**src/design/lem_pkg.sv**
```systemverilog
// Shared types and constants for the liveness escalation monitor.
// No dependencies; imported by liveness_escalation_monitor.
`timescale 1ns / 1ps

package lem_pkg;

    // Counter width default and fixed field widths
    localparam int COUNT_WIDTH_DEF = 16;
    localparam int CFG_W           = 16;
    localparam int TALLY_W         = 8;
    localparam int HB_W            = 16;
    localparam int CODE_W          = 3;
    localparam int IDX_W           = 4;
    localparam int IN_TDATA_W      = 24;
    localparam int OUT_TDATA_W     = 24;

    localparam logic [TALLY_W-1:0] TALLY_MAX = '1;

    // Configuration register indexes
    typedef enum logic [IDX_W-1:0] {
        REG_PIN_TIMEOUT     = 4'd0,
        REG_BUS_TIMEOUT     = 4'd1,
        REG_RESET_HOLD      = 4'd2,
        REG_RESET_MAX       = 4'd3,
        REG_POWER_OFF_TICKS = 4'd4,
        REG_CYCLE_MAX       = 4'd5,
        REG_SURV_EXIT_TICKS = 4'd6,
        REG_RECOVER_MAX     = 4'd7
    } cfg_reg_t;

    // Configuration reset values
    localparam logic [CFG_W-1:0]   PIN_TIMEOUT_RST     = 16'd5;
    localparam logic [CFG_W-1:0]   BUS_TIMEOUT_RST     = 16'd10;
    localparam logic [CFG_W-1:0]   RESET_HOLD_RST      = 16'd2;
    localparam logic [TALLY_W-1:0] RESET_MAX_RST       = 8'd3;
    localparam logic [CFG_W-1:0]   POWER_OFF_TICKS_RST = 16'd5;
    localparam logic [TALLY_W-1:0] CYCLE_MAX_RST       = 8'd3;
    localparam logic [CFG_W-1:0]   SURV_EXIT_TICKS_RST = 16'd60;
    localparam logic [TALLY_W-1:0] RECOVER_MAX_RST     = 8'd3;

    // Escalation state, one-hot
    typedef enum logic [5:0] {
        ST_OK    = 6'b000001,
        ST_BUS   = 6'b000010,
        ST_PIN   = 6'b000100,
        ST_RESET = 6'b001000,
        ST_CYCLE = 6'b010000,
        ST_SURV  = 6'b100000
    } esc_state_t;

    // Reported state codes
    localparam logic [CODE_W-1:0] CODE_OK    = 3'd0;
    localparam logic [CODE_W-1:0] CODE_BUS   = 3'd1;
    localparam logic [CODE_W-1:0] CODE_PIN   = 3'd2;
    localparam logic [CODE_W-1:0] CODE_RESET = 3'd3;
    localparam logic [CODE_W-1:0] CODE_CYCLE = 3'd4;
    localparam logic [CODE_W-1:0] CODE_SURV  = 3'd5;

    // Saturating tally increment
    function automatic logic [TALLY_W-1:0] tally_inc(input logic [TALLY_W-1:0] v);
        tally_inc = (v == TALLY_MAX) ? v : v + TALLY_W'(1);
    endfunction

endpackage

```
**src/design/liveness_escalation_monitor.sv**
```systemverilog
// Liveness escalation monitor top level: poll-tick stream in, one result beat out per tick.
// Depends on lem_pkg.
`timescale 1ns / 1ps

// Each accepted poll beat is processed in the cycle it is taken: the stall counters,
// tallies and escalation state update at that edge and the result lands in the output
// register, so the result is offered in the cycle after its input. One beat is accepted
// every clock; s_tready stays high while the output register is empty or being drained
// in the same cycle, so throughput is one beat per cycle with one result per beat.
// There is no clearing pass after reset. Configuration writes take effect at the edge
// where cfg_we is high; indexes above seven are ignored.
module liveness_escalation_monitor
    import lem_pkg::*;
#(
    parameter int COUNT_WIDTH = COUNT_WIDTH_DEF
)
(
    input  logic                    clk,
    input  logic                    rst_n,
    // Poll beat: pin_one_level, pin_two_level, bus_read_ok, heartbeat_value[15:0],
    // critical_fault, zero fill
    input  logic                    s_tvalid,
    output logic                    s_tready,
    input  logic [IN_TDATA_W-1:0]   s_tdata,
    // Result beat: heartbeat_out, reset_released, power_enable, live_state[2:0],
    // missed_beat_fault, link_error_fault, bus_recover_request, safe_mode_command,
    // powercycle_tally[7:0], zero fill
    output logic                    m_tvalid,
    input  logic                    m_tready,
    output logic [OUT_TDATA_W-1:0]  m_tdata,
    // Configuration write port
    input  logic                    cfg_we,
    input  logic [IDX_W-1:0]        cfg_index,
    input  logic [CFG_W-1:0]        cfg_data
);

    localparam int CW    = COUNT_WIDTH;
    localparam int CMP_W = (COUNT_WIDTH > CFG_W) ? COUNT_WIDTH : CFG_W;
    localparam logic [CW-1:0] CNT_MAX = '1;

    // Configuration registers
    logic [CFG_W-1:0]   pin_timeout_reg, bus_timeout_reg, reset_hold_reg;
    logic [CFG_W-1:0]   power_off_ticks_reg, surv_exit_ticks_reg;
    logic [TALLY_W-1:0] reset_max_reg, cycle_max_reg, recover_max_reg;

    // Monitor state
    esc_state_t         state_reg, state_next;
    logic               beat_reg, beat_next;
    logic               last_p1_reg, last_p1_next;
    logic               last_p2_reg, last_p2_next;
    logic [HB_W-1:0]    last_cnt_reg, last_cnt_next;
    logic               first_reg, first_next;
    logic [CW-1:0]      pin_cnt_reg, pin_cnt_next;
    logic [CW-1:0]      bus_cnt_reg, bus_cnt_next;
    logic [CW-1:0]      off_cnt_reg, off_cnt_next;
    logic [CW-1:0]      stable_cnt_reg, stable_cnt_next;
    logic [TALLY_W-1:0] reset_tally_reg, reset_tally_next;
    logic [TALLY_W-1:0] recover_tally_reg, recover_tally_next;
    logic [TALLY_W-1:0] cycle_tally_reg, cycle_tally_next;
    logic               reset_line_reg, reset_line_next;
    logic               power_line_reg, power_line_next;

    // Output register
    logic                   m_valid_reg;
    logic [OUT_TDATA_W-1:0] m_data_reg, m_data_next;

    // Unpacked input fields
    logic            in_p1, in_p2, in_rd_ok, in_crit;
    logic [HB_W-1:0] in_hb;

    // Per-beat pulses and flags
    logic            missed, link, recover, safe, toggled;
    logic [CODE_W-1:0] code;

    logic accept;

    assign in_p1    = s_tdata[0];
    assign in_p2    = s_tdata[1];
    assign in_rd_ok = s_tdata[2];
    assign in_hb    = s_tdata[3 +: HB_W];
    assign in_crit  = s_tdata[3 + HB_W];

    assign s_tready = !m_valid_reg || m_tready;
    assign accept   = s_tvalid && s_tready;
    assign m_tvalid = m_valid_reg;
    assign m_tdata  = m_data_reg;

    // Configuration writes
    always_ff @(posedge clk or negedge rst_n)
    begin
        if (!rst_n)
        begin
            pin_timeout_reg     <= PIN_TIMEOUT_RST;
            bus_timeout_reg     <= BUS_TIMEOUT_RST;
            reset_hold_reg      <= RESET_HOLD_RST;
            reset_max_reg       <= RESET_MAX_RST;
            power_off_ticks_reg <= POWER_OFF_TICKS_RST;
            cycle_max_reg       <= CYCLE_MAX_RST;
            surv_exit_ticks_reg <= SURV_EXIT_TICKS_RST;
            recover_max_reg     <= RECOVER_MAX_RST;
        end
        else if (cfg_we)
        begin
            unique case (cfg_index)
                REG_PIN_TIMEOUT:     pin_timeout_reg     <= cfg_data;
                REG_BUS_TIMEOUT:     bus_timeout_reg     <= cfg_data;
                REG_RESET_HOLD:      reset_hold_reg      <= cfg_data;
                REG_RESET_MAX:       reset_max_reg       <= cfg_data[TALLY_W-1:0];
                REG_POWER_OFF_TICKS: power_off_ticks_reg <= cfg_data;
                REG_CYCLE_MAX:       cycle_max_reg       <= cfg_data[TALLY_W-1:0];
                REG_SURV_EXIT_TICKS: surv_exit_ticks_reg <= cfg_data;
                REG_RECOVER_MAX:     recover_max_reg     <= cfg_data[TALLY_W-1:0];
                default:             ;
            endcase
        end
    end

    // Per-tick update of counters, tallies and escalation state
    always_comb
    begin
        state_next         = state_reg;
        beat_next          = !beat_reg;
        last_p1_next       = last_p1_reg;
        last_p2_next       = last_p2_reg;
        last_cnt_next      = last_cnt_reg;
        first_next         = 1'b0;
        pin_cnt_next       = pin_cnt_reg;
        bus_cnt_next       = bus_cnt_reg;
        off_cnt_next       = off_cnt_reg;
        stable_cnt_next    = stable_cnt_reg;
        reset_tally_next   = reset_tally_reg;
        recover_tally_next = recover_tally_reg;
        cycle_tally_next   = cycle_tally_reg;
        reset_line_next    = reset_line_reg;
        power_line_next    = power_line_reg;
        missed             = 1'b0;
        link               = 1'b0;
        recover            = 1'b0;
        safe               = 1'b0;

        // Pin activity check
        toggled = (in_p1 != last_p1_reg) || (in_p2 != last_p2_reg);
        if (toggled || first_reg)
        begin
            pin_cnt_next = '0;
            last_p1_next = in_p1;
            last_p2_next = in_p2;
        end
        else if (pin_cnt_reg != CNT_MAX)
        begin
            pin_cnt_next = pin_cnt_reg + CW'(1);
            if (CMP_W'(pin_cnt_next) == CMP_W'(pin_timeout_reg))
                missed = 1'b1;
        end

        // Bus counter activity check
        if (in_rd_ok && ((in_hb != last_cnt_reg) || first_reg))
        begin
            bus_cnt_next       = '0;
            recover_tally_next = '0;
            last_cnt_next      = in_hb;
        end
        else
        begin
            if (bus_cnt_reg != CNT_MAX)
                bus_cnt_next = bus_cnt_reg + CW'(1);
            if (!in_rd_ok)
            begin
                link = 1'b1;
                if (recover_tally_reg < recover_max_reg)
                begin
                    recover_tally_next = recover_tally_reg + TALLY_W'(1);
                    recover            = 1'b1;
                end
            end
        end

        // Escalation
        unique case (state_reg)
            ST_OK:
            begin
                if (CMP_W'(pin_cnt_next) >= CMP_W'(pin_timeout_reg))
                begin
                    state_next   = ST_PIN;
                    pin_cnt_next = '0;
                end
                else if (CMP_W'(bus_cnt_next) >= CMP_W'(bus_timeout_reg))
                begin
                    state_next   = ST_BUS;
                    bus_cnt_next = '0;
                end
                else if (toggled)
                    reset_tally_next = '0;
            end
            ST_BUS:
            begin
                if (bus_cnt_next == '0)
                    state_next = ST_OK;
                else if (CMP_W'(pin_cnt_next) >= CMP_W'(pin_timeout_reg))
                begin
                    state_next   = ST_PIN;
                    pin_cnt_next = '0;
                end
            end
            ST_PIN:
            begin
                reset_line_next = 1'b0;
                state_next      = ST_RESET;
                pin_cnt_next    = '0;
                bus_cnt_next    = '0;
            end
            ST_RESET:
            begin
                // The pin stall count doubles as the hold counter here
                if (CMP_W'(pin_cnt_next) >= CMP_W'(reset_hold_reg))
                begin
                    reset_line_next  = 1'b1;
                    pin_cnt_next     = '0;
                    bus_cnt_next     = '0;
                    first_next       = 1'b1;
                    reset_tally_next = tally_inc(reset_tally_reg);
                    state_next       = (reset_tally_next >= reset_max_reg) ? ST_CYCLE : ST_OK;
                end
                else if (toggled)
                begin
                    reset_line_next = 1'b1;
                    pin_cnt_next    = '0;
                    bus_cnt_next    = '0;
                    state_next      = ST_OK;
                end
                else if (pin_cnt_next != CNT_MAX)
                    pin_cnt_next = pin_cnt_next + CW'(1);
            end
            ST_CYCLE:
            begin
                if (off_cnt_reg == '0)
                begin
                    reset_line_next  = 1'b0;
                    power_line_next  = 1'b0;
                    cycle_tally_next = tally_inc(cycle_tally_reg);
                end
                if (off_cnt_reg != CNT_MAX)
                    off_cnt_next = off_cnt_reg + CW'(1);
                if (CMP_W'(off_cnt_next) >= CMP_W'(power_off_ticks_reg))
                begin
                    // Power back up
                    off_cnt_next     = '0;
                    power_line_next  = 1'b1;
                    reset_line_next  = 1'b1;
                    first_next       = 1'b1;
                    pin_cnt_next     = '0;
                    bus_cnt_next     = '0;
                    reset_tally_next = '0;
                    if (cycle_tally_next >= cycle_max_reg)
                        state_next = ST_SURV;
                    else
                    begin
                        safe       = 1'b1;
                        state_next = ST_OK;
                    end
                end
            end
            ST_SURV:
            begin
                reset_line_next = 1'b0;
                power_line_next = 1'b0;
                if ((surv_exit_ticks_reg != '0) && !in_crit)
                begin
                    if (stable_cnt_reg != CNT_MAX)
                        stable_cnt_next = stable_cnt_reg + CW'(1);
                    if (CMP_W'(stable_cnt_next) >= CMP_W'(surv_exit_ticks_reg))
                    begin
                        // Leave survival with a fresh power-up
                        stable_cnt_next  = '0;
                        cycle_tally_next = '0;
                        power_line_next  = 1'b1;
                        reset_line_next  = 1'b1;
                        first_next       = 1'b1;
                        pin_cnt_next     = '0;
                        bus_cnt_next     = '0;
                        reset_tally_next = '0;
                        safe             = 1'b1;
                        state_next       = ST_OK;
                    end
                end
                else
                    stable_cnt_next = '0;
            end
            default:
                state_next = ST_OK;
        endcase

        // Map state to reported code
        unique case (state_next)
            ST_OK:    code = CODE_OK;
            ST_BUS:   code = CODE_BUS;
            ST_PIN:   code = CODE_PIN;
            ST_RESET: code = CODE_RESET;
            ST_CYCLE: code = CODE_CYCLE;
            ST_SURV:  code = CODE_SURV;
            default:  code = CODE_OK;
        endcase

        // Pack the result beat
        m_data_next = {6'b0, cycle_tally_next, safe, recover, link, missed, code,
                       power_line_next, reset_line_next, beat_next};
    end

    // Advance state on each accepted poll beat
    always_ff @(posedge clk or negedge rst_n)
    begin
        if (!rst_n)
        begin
            state_reg         <= ST_OK;
            beat_reg          <= 1'b0;
            last_p1_reg       <= 1'b0;
            last_p2_reg       <= 1'b0;
            last_cnt_reg      <= '0;
            first_reg         <= 1'b1;
            pin_cnt_reg       <= '0;
            bus_cnt_reg       <= '0;
            off_cnt_reg       <= '0;
            stable_cnt_reg    <= '0;
            reset_tally_reg   <= '0;
            recover_tally_reg <= '0;
            cycle_tally_reg   <= '0;
            reset_line_reg    <= 1'b1;
            power_line_reg    <= 1'b1;
        end
        else if (accept)
        begin
            state_reg         <= state_next;
            beat_reg          <= beat_next;
            last_p1_reg       <= last_p1_next;
            last_p2_reg       <= last_p2_next;
            last_cnt_reg      <= last_cnt_next;
            first_reg         <= first_next;
            pin_cnt_reg       <= pin_cnt_next;
            bus_cnt_reg       <= bus_cnt_next;
            off_cnt_reg       <= off_cnt_next;
            stable_cnt_reg    <= stable_cnt_next;
            reset_tally_reg   <= reset_tally_next;
            recover_tally_reg <= recover_tally_next;
            cycle_tally_reg   <= cycle_tally_next;
            reset_line_reg    <= reset_line_next;
            power_line_reg    <= power_line_next;
        end
    end

    // Hold the result beat until taken
    always_ff @(posedge clk or negedge rst_n)
    begin
        if (!rst_n)
            m_valid_reg <= 1'b0;
        else if (accept)
            m_valid_reg <= 1'b1;
        else if (m_tready)
            m_valid_reg <= 1'b0;
    end

    always_ff @(posedge clk)
    begin
        if (accept)
            m_data_reg <= m_data_next;
    end

endmodule
```
**config.mk**
```make
export PLATFORM = sky130hd
export DESIGN_NAME = liveness_escalation_monitor
export DESIGN_NICKNAME = d
export VERILOG_FILES = /design/src/design/lem_pkg.sv /design/src/design/liveness_escalation_monitor.sv
export SDC_FILE = /design/constraint.sdc
export NUM_CORES = 1
export LEC_CHECK = 0
export CORE_MARGIN = 3
export CORE_UTILIZATION = 46
export CTS_BUF_LIST = sky130_fd_sc_hd__clkbuf_4 sky130_fd_sc_hd__clkbuf_8
export DETAILED_ROUTE_END_ITERATION = 10
export DONT_BUFFER_PORTS = 1
export GPL_ROUTABILITY_DRIVEN = 0
export PLACE_DENSITY_LB_ADDON = 0.2
export SYNTH_ARGS = -nofsm -noshare
export SYNTH_HDL_FRONTEND = slang
export SYNTH_SLANG_ARGS = --single-unit
```
**constraint.sdc**
```tcl
create_clock -name clk -period 6.1 [get_ports clk]
set_clock_uncertainty 0.2 [all_clocks]
set_input_delay 1.83 -clock clk [delete_from_list [all_inputs] [get_ports clk]]
set_output_delay 1.83 -clock clk [all_outputs]
set_load 0.005 [all_outputs]
```
# Word level (Yosys, flattened, before mapping)

Index checks and enable logic that the tools add are counted.

Equality and inequality tests: 37
Mux-type cells: 81
Bitwise operators: 1
Magnitude comparators: 8
Add/subtract/negate cells: 8
Reduce and logical (&&, ||, !) cells: 33

Operator list:

| cell                                                | number |
|---|---|
| two-way mux 16 bit                                  | 27 |
| two-way mux 8 bit                                   | 16 |
| case mux 16 bit (6 select lines)                    | 1 |
| adder 16 x 1 -> 16 bit, second input constant       | 5 |
| >= comparator 16 bit                                | 5 |
| inequality test 16 bit, second input constant       | 5 |
| case mux 16 bit (5 select lines)                    | 1 |
| two-way mux 6 bit                                   | 10 |
| case mux 6 bit (6 select lines)                     | 1 |
| zero test 16 bit                                    | 2 |
| case mux 8 bit (4 select lines)                     | 1 |
| adder 8 x 1 -> 8 bit, second input constant         | 3 |
| AND reduction 2 bit                                 | 12 |
| two-way mux 1 bit                                   | 17 |
| equality test 16 bit                                | 1 |
| equality test 4 x 3 -> 1 bit, second input constant | 4 |
| equality test 8 bit, second input constant          | 2 |
| >= comparator 8 bit                                 | 2 |
| inequality test 16 bit                              | 1 |
| case mux 8 bit (2 select lines)                     | 1 |
| nonzero test 16 bit                                 | 1 |
| case mux 3 bit (5 select lines)                     | 1 |
| inequality test 2 bit, second input constant        | 7 |
| equality test 6 x 2 -> 1 bit, second input constant | 2 |
| 24 further kinds                                    | 40 |

Logic and storage cells: 196
Output and inout port bits: 26
Register bits: 239

# Longest topological paths before layout

Gate-level depths: netlist (run 1).

Word-level depth: 10
Mapped depth: 21

# Worst setup path after synthesis (run 1)

No wires, ideal clock.

Path kind: input-to-reg
From: input port s_tdata[5]
To: register reset_tally_reg[0]
Setup slack: 467 ps
Required time: 5805 ps
Buffers on the path: 2
Cell stages on the path: 17
Arrival: 5337 ps
Setup time: 95 ps
Cell sequence: xnor2_1 -> nand4_1 -> nor4_1 -> a21oi_1 -> clkbuf_1 -> clkbuf_1 -> a21oi_1 -> ha_1 -> a21o_1 -> a21o_1 -> a211oi_1 -> o21ai_0 -> a221oi_2 -> a21oi_1 -> or4b_1 -> or2_0 -> o31ai_1

Longest elaborated chain between the ends: 7

Ends and longest elaborated chain:

| what                                   | RTL line                           | text |
|---|---|---|
| start: declaration                     | liveness_escalation_monitor.sv:24  | `input logic [IN_TDATA_W-1:0] s_tdata,` |
| inequality test 16 bit                 | liveness_escalation_monitor.sv:157 | `if (in_rd_ok && ((in_hb != last_cnt_reg) \|\| first_reg))` |
| logical OR 1 bit                       | liveness_escalation_monitor.sv:157 |  |
| logical AND 1 bit                      | liveness_escalation_monitor.sv:157 |  |
| two-way mux 16 bit                     | liveness_escalation_monitor.sv:157 |  |
| >= comparator 16 bit                   | liveness_escalation_monitor.sv:187 | `else if (CMP_W'(bus_cnt_next) >= CMP_W'(bus_timeout_reg))` |
| inequality test 2 bit (no source line) | --                                 |  |
| AND reduction 9 bit (no source line)   | --                                 |  |
| end signal: assignment                 | liveness_escalation_monitor.sv:342 | `reset_tally_reg <= reset_tally_next;` |
| end: declaration                       | liveness_escalation_monitor.sv:57  | `logic [TALLY_W-1:0] reset_tally_reg, reset_tally_next;` |

No other way between the ends.
A chain may end at the register's enable or synchronous reset.

# Final worst setup path (run 1)

From: register stable_cnt_reg[4]
To: register reset_tally_reg[0]

Longest elaborated chain between the ends: 7

Ends and longest elaborated chain:

| what                                                                    | RTL line                                                               | text |
|---|---|---|
| start: declaration                                                      | liveness_escalation_monitor.sv:56                                      | `logic [CW-1:0] stable_cnt_reg, stable_cnt_next;` |
| start signal: assignment                                                | liveness_escalation_monitor.sv:341                                     | `stable_cnt_reg <= stable_cnt_next;` |
| adder 16 x 1 -> 16 bit / inequality test 16 bit (equally long branches) | liveness_escalation_monitor.sv:270, liveness_escalation_monitor.sv:269 |  |
| two-way mux 16 bit *                                                    | liveness_escalation_monitor.sv:269                                     | `if (stable_cnt_reg != CNT_MAX)` |
| two-way mux 16 bit *                                                    | liveness_escalation_monitor.sv:267                                     | `if ((surv_exit_ticks_reg != '0) && !in_crit)` |
| two-way mux 16 bit *                                                    | liveness_escalation_monitor.sv:179                                     | `unique case (state_reg)` |
| >= comparator 16 bit *                                                  | liveness_escalation_monitor.sv:271                                     | `if (CMP_W'(stable_cnt_next) >= CMP_W'(surv_exit_ticks_reg))` |
| inequality test 2 bit (no source line) *                                | --                                                                     |  |
| AND reduction 9 bit (no source line) *                                  | --                                                                     |  |

Mark *: on every way between the ends. The rest lies on a longest branch, timed or not. The select of a mux whose other input is x is not followed.

==> metrics.md, run 1 <==
| Metric | Value |
|---|---|
| Layout area overhead | 9.051% |
| Highest metal used | met4 |
| Most common cell in the netlist | nand2_1 |
| PostCTS Resize Cnt | 0 |
| Initial antenna violation count | 0 |
| Critical path capture point type | flop |
| Synth top area cells | dfrtp_1 32%, ha_1 9.0%, nand2_1 5.6%, mux2_2 5.6%, o21ai_0 4.2% |
| Vias/cell | 5.627 |
| Port-buffer cells | 0 |
| Core area | between 30,000 and 40,000 um^2 |
| Slew Limit Fails | 0 |
| Die Span X | about 190 um |
| Final ANT Viol Nets | 0 |
| Pleak | 7.534 nW |
| Initial Util | 47.24% |
| DRT Wirelength | 39,010 um |
| CTS clk-pin slew, worst paths | 70 ps |
| Max-cap violations | 0 |
| Pwr Density | 289.4 nW/um^2 |
| Switch Pwr | 1.496 mW |
| Clk_lat worst skew | around 610 ps |
| Post-route setup TNS | 0 ps |
| Row count | 66 |
| Seq/Total Area, Yosys | between 30% and 40% |
| First-pass GRT wire length | roughly 64,000 um |
| Root Driver | clkbuf_8 |
| R2R Path End | reset_tally_reg[0] |
| Fin Hold WS | 296.6 ps |
| Cells after Synth | 1,712 |
| EDFF count, synth | 18 |
| Post-synth top area cell | dfrtp_1 |
| TritonCTS Buffers | 44 |
| YS warnings | 0 |
| Post-CTS Setup Inserts | 0 |
| Final hold viol count | 0 |
| GRT Util Overall | 22.00% |
| DIE AREA | around 36,000 um^2 |
| Non-Filler Instances | ~2,200 |
| Post-layout minimum cycle time | 5518 ps |
| Diode count | 0 |
| Tightest Pin Transition | between 1000 and 1500 ps |
| Commonest cells post-synth | 233 x nand2_1, 200 x dfrtp_1, 131 x inv_1 |
| CP Launch Point | stable_cnt_reg[4] |
| P_int | 3.404 mW |
| Fmax | 181.2 MHz |
| WL/cell | 17.76 um |
| Hold_buf cts | 0 |
| Drt first pass iters | 7 |
| DP Wirelength | 27,430 um |
| Met1 WL | 18,280 um |
| DRC | 0 |
| Via count of the first global-routing pass | 11,970 |
| Clk buf depth | 3 |
| Critical path startpoint category | flop |
| DP Cell Count | 2,115 |
| Unrepaired setup endpoints after global routing | false |
| Sequential share of power | 42.0% |
| Top FF cell, synth | dfrtp_1 |
| Fraction of layout cells with a size suffix above 1 | 14.25% |
| Fillers | 3,103 |
| Clk pwr share | 36.3% |
| Post-Syn Area per Cell | around 9.1 um^2 |
| R2R depth | 16 |
| Worst vdd ir | 0.1529 mV |
| Synth Cell Area | roughly 16,000 um^2 |
| Hold Path Sink | last_cnt_reg[2] |
| Total gr overflow | 0 |
| Synth top area share | 32.24% |
| Sw Ratio | 30.53% |
| Post-synth cell types | 90 |
| Required time of the critical path | 6420 ps |
| Async SR Flop Fraction | between 90% and 100% |
| Worst reg2reg startpoint | stable_cnt_reg[4] |
| Min-delay src | last_cnt_reg[2] |
| Overall die height | 189.7 um |
| Worst R2R Setup Slack | 580 ps |
| Critical path data arrival time | 5840 ps |
| Met2 WL | approximately 18,000 um |
| DR iter-0 viols | 763 |
| Detailed-route via count | 12,360 |
| Combinational Power Share | 21.7% |
| CP Max Fanout | 8 |
| Worst setup path class | flop to flop |
| Largest net degree at the start of global routing | 222 |
| Clock sinks | 239 |
| Setup violations, final | 0 |
| Slew headroom | slightly below 30% |
| WL met3 | 2165 um |
| Overall power | 4.899 mW |
| Status | completed |
| Top Ports | 75 |
| H-tree levels | 2 |
| Hold Path Stages | 2 |
| Period utilization | 90.47% |
| Number of synthesized register bits | 239 |
| TritonCTS clock tree | built |
| Hold WC Path Type | flop to flop |
| Layout Nets | 1,880 |
| Max reg flops | 18 |
[how the worst max path moves through the flow]
stage / to / slack (ps) / cells past startpoint
CTS: reset_tally_reg[0] / 610 / 16
floorplan: reset_tally_reg[0] / 470 / 17
global route: reset_tally_reg[0] / 100 / 16
finish: reset_tally_reg[0] / 580 / 16
global placement: reset_tally_reg[0] / 340 / 15
detailed placement: reset_tally_reg[0] / 210 / 15
[cell families (layout without fill, tap and decap cells)]
logic type,count (synthesis),in the layout,synth area share (%)
mux,81,81,5.843
flops,239,239,39.27
simple gates,578,578,18.20
xor+xnor,90,90,5.077
fa+ha+maj,112,112,9.026
compound gates,403,403,16.48
buf+inv,208,245,6.077
other cells,1,6,0.02415
[cells in the final DEF, fill, tap and decap left out, drive strengths merged, types with 16 or more instances in the layout]
cell and instances:
a211oi 16, a21o 18, a21oi 91, a22o 18, a31oi 18, buf 32
clkbuf 76, dfrtp 200, dfstp 21, edfxtp 18, ha 112, inv 133
mux2 77, nand2 234, nand2b 16, nand3 44, nand4 27, nor2 106
nor3 30, nor4 24, o21ai 137, o31ai 22, xnor2 70, xor2 20
[worst max-delay path, stage by stage (launching register included)]
cell and delay [ps]:
dfrtp_1 470, and4_1 280, and4_1 290, nand4_1 220, o21ai_0 590, nor2_1 240, nand2_1 170, xnor2_1 100
ha_1 290, nand4_1 130, a2111oi_0 340, a21boi_0 210, o21ai_0 420, o21a_1 360, or4b_1 640, or2_0 280
o31ai_1 190
[stage by stage]
stage / instance area [um^2] / worst slack [ps] / utilization [%]
final: 16930 / 581.5 / 51.51
after global routing: 16930 / 100.6 / 51.51
after CTS: 16930 / 613.6 / 51.51
after detailed placement: 15900 / 207.1 / 48.38
after global placement: 15900 / 339.2 / 48.38
after floorplan: 15540 / 467.3 / -
[power by group through the flow]
stage          combinational (mW)  sequential, mW  clock [mW]
6_report                     1.06            2.06        1.78
5_1_grt                      1.22            2.10        1.90
4_1_cts                      1.06            2.06        1.82
3_5_place_dp                 1.06            2.08           0
3_3_place_gp                 1.02            2.07           0
2_1_floorplan               0.861            2.01           0
[routing by layer]
metal	up-vias	global-route usage [%]
li1	6091	-
met1	5900	30.75
met2	297	34.31
met3	69	4.220
met4	0	7.677
met5	-	0
[cell type report]
cell class	instances	area [um^2]	share of cell area, %
timing repair buffer	32	240.2	1.419
sequential	239	6097	36.01
inverter	132	495.5	2.927
multi-input combinational	1270	8514	50.29
clock inverter	5	90.09	0.5321
clock buffer	76	939.7	5.550
tap	442	553.0	3.267
Note: power is estimated with default switching activity, not from simulation.
==> inputs of run 2 (changes only) <==
REMOVE_ABC_BUFFERS = 1   (was not set)
==> run 2 against run 1 <==
Power is 0.63% lower. Via count grew 1.4%. Setup slack improved by 120 ps. Final cell count up 0.36%. Design area increased by 0.16%. Count of clock-buffer cells in the layout is 6 higher. First-iteration DRC count rose by 22%. Combinational power about the same. Register-to-register slack improved by 120 ps. Largest power group unchanged. Sequential share of layout area shrank 0.058 points. Global-route usage up 0.68 points. Die area stayed put. Highest routed layer unchanged.
==> metrics.md, run 2 (synthesis gave the netlist of run 1 again) <==
| Metric | Value |
|---|---|
| Status | completed |
| Slew headroom | 21.40% (-8.0 points) |
| Pwr Density | 287.1 nW/um^2 (-0.79%) |
| Vias/cell | 5.686 (+1.1%) |
| DRT Wirelength | 40,060 um (+2.7%) |
| TritonCTS clock tree | built |
| DP Wirelength | 28,190 um (+2.8%) |
| Overall die height | 189.7 um (unchanged) |
| Drt first pass iters | 5 (-2) |
| Hold_buf cts | 0 (unchanged) |
| CP Max Fanout | 13 (+5) |
| Met2 Use GR | 37.18% (+2.9 points) |
| Worst vdd ir | 0.1706 mV (+12%) |
| Port-buffer cells | 0 (unchanged) |
| Critical path startpoint category | flop |
| Layout Nets | 1,886 (+0.32%) |
| Diode count | 0 (unchanged) |
| Post-route setup TNS | 0 ps (unchanged) |
| DIE AREA | 35,990 um^2 (unchanged) |
| Required time of the critical path | 6390 ps (-30 ps) |
| Period utilization | 88.57% (-1.9 points) |
| H-tree levels | 2 (unchanged) |
| Hold WC Path Type | flop to flop |
| CP Cell Sequence | and4_1 > nand4_1 > nor3_1 > nand4_1 > nand2b_1 > nor3_1 > xor2_1 > ha_1 > and3_1 > a221oi_1 > nand3_1 > a21oi_1 > nor2_1 > o21a_1 > or4b_1 > buf_4 > o21ai_0 > o21ai_0 |
| Unrepaired setup endpoints after global routing | false |
| Max stage delay on crit path | 710 ps (+70 ps) |
| Top Ports | 75 (unchanged) |
| Met1 Usage GRT | 30.44% (-0.31 points) |
| Via count of the first global-routing pass | 12,380 (+3.4%) |
| Fin Hold WS | 298.2 ps (+1.647 ps) |
| DR iter-0 viols | 933 (+22%) |
| Post-CTS Setup Inserts | 0 (unchanged) |
| Root Driver | clkbuf_8 |
| First-pass GRT wire length | 65,910 um (+3.0%) |
| Core area | 32,870 um^2 (unchanged) |
| Critical path capture point type | flop |
| Max-cap violations | 0 (unchanged) |
| Pleak | 7.556 nW (+0.29%) |
| Layout Utilization | 51.60% (+0.084 points) |
| Worst reg2reg startpoint | off_cnt_reg[3] |
| GRT busiest layer | met2 |
| DRC | 0 (unchanged) |
| CP Launch Point | off_cnt_reg[3] |
| Fmax | 185.1 MHz (+2.1%) |
| Slowest CP cell | nor2_1 |
| Setup violations, final | 0 (unchanged) |
| Most common cell after layout, fill and taps aside | nand2_1 |
| Total gr overflow | 0 (unchanged) |
| Clock sinks | 239 (unchanged) |
| Post-layout minimum cycle time | 5403 ps (-115.8 ps) |
| Critical path data arrival time | 5690 ps (-150 ps) |
| Min-delay src | last_p1_reg |
| Die Span X | 189.7 um (unchanged) |
| Non-Filler Instances | 2,204 (+0.36%) |
| Row count | 66 (unchanged) |
| GR Util met3 | 3.962% (-0.26 points) |
| Slew Limit Fails | 0 (unchanged) |
| Post-place instance area | 15,940 um^2 (+0.22%) |
| GRT Util Overall | 22.68% (+0.68 points) |
| Largest net degree at the start of global routing | 222 (unchanged) |
| Clk_lat worst skew | 620 ps (about the same) |
| Clk buf depth | 3 (unchanged) |
| Commonest non-fill, non-tap cells in the layout | 232 x nand2_1, 200 x dfrtp_1, 131 x inv_1 |
| Max reg flops | 18 (unchanged) |
| WL/cell | 18.18 um (+2.3%) |
| Initial antenna violation count | 0 (unchanged) |
| Layout area overhead | 9.228% |
| Detailed-route via count | 12,530 (+1.4%) |
| Final hold viol count | 0 (unchanged) |
| TritonCTS Buffers | 46 (+4.5%) |
| Tightest Pin Transition | 1178 ps (+122.7 ps) |
| Top Family by Delay on Critical Path | simple AND/OR/NAND/NOR gates |
| Worst setup path class | flop to flop |
| Buf/Inv on CP | 1 (+1) |
| Post-route design area | 16,960 um^2 (+0.16%) |
| PostCTS Resize Cnt | 0 (unchanged) |
| Initial Util | 47.24% (unchanged) |
| DP Cell Count | 2,119 (+0.19%) |
| Fraction of layout cells with a size suffix above 1 | 14.70% (+0.45 points) |
| Final ANT Viol Nets | 0 (unchanged) |
| CTS clk-pin slew, worst paths | 60 ps (about the same) |
run 2: changes by cell type in the layout (fill, tap and decap cells not counted), sizes merged:
cell / before / now
buf: 32 / 36
clkinv: 2 / 1
inv: 133 / 134
bufinv: 2 / 0
clkbuf: 76 / 82
run 2: cell type report:
cell class	count	area [um^2]
Inverter	132	495.5
Tap cell	442	553.0
Clock inverter	3	25.02
Timing Repair Buffer	36	270.3
Fill cell	3071	15910
Multi-Input combinational cell	1270	8519
Clock buffer	82	997.2
Sequential cell	239	6097
run 2: routing by layer:
| metal | routed length [um] | vias up | share of wire (%) |
|---|---|---|---|
| met2 | 18750 | 262 | 47 |
| met5 | 0 | - | 0 |
| met4 | 1321 | 0 | 3.3 |
| met3 | 1686 | 95 | 4.2 |
| met1 | 18310 | 6080 | 46 |
| li1 | - | 6096 | - |
run 2: where the power goes:
part,total [mW],switching [mW],internal [mW],leakage [nW]
clock,1.74,0.719,1.02,0.550
sequential,2.06,0.182,1.88,2.97
combinational,1.07,0.591,0.477,4.04
total,4.87,1.49,3.38,7.56
run 2: worst paths after layout:
path,cells after the start,slack [ps],to
hold reg to reg,2,300,last_p1_reg
setup / recovery,18,700,reset_tally_reg[3]
hold / removal,2,300,last_p1_reg
setup reg to reg,18,700,reset_tally_reg[3]
max in group asynchronous,0,4480,cycle_tally_reg[2]
min in group asynchronous,0,730,pin_timeout_reg[8]
run 2: metrics by stage:
stage | setup WS, ps | power, mW
after floorplan | -218.0 | 2.836
after global placement | 347.7 | 3.105
after detailed placement | 310.8 | 3.148
after CTS | 730.1 | 4.920
after global routing | 253.1 | 5.196
final | 697.4 | 4.868
run 2: worst reg2reg max path: stages, from the launching register on:
cell and delay [ps]:
dfrtp_1 470, and4_1 260, nand4_1 210, nor3_1 480, nand4_1 190, nand2b_1 310
nor3_1 140, xor2_1 170, ha_1 310, and3_1 170, a221oi_1 90, nand3_1 140
a21oi_1 70, nor2_1 710, o21a_1 380, or4b_1 540, buf_4 190, o21ai_0 140
o21ai_0 120
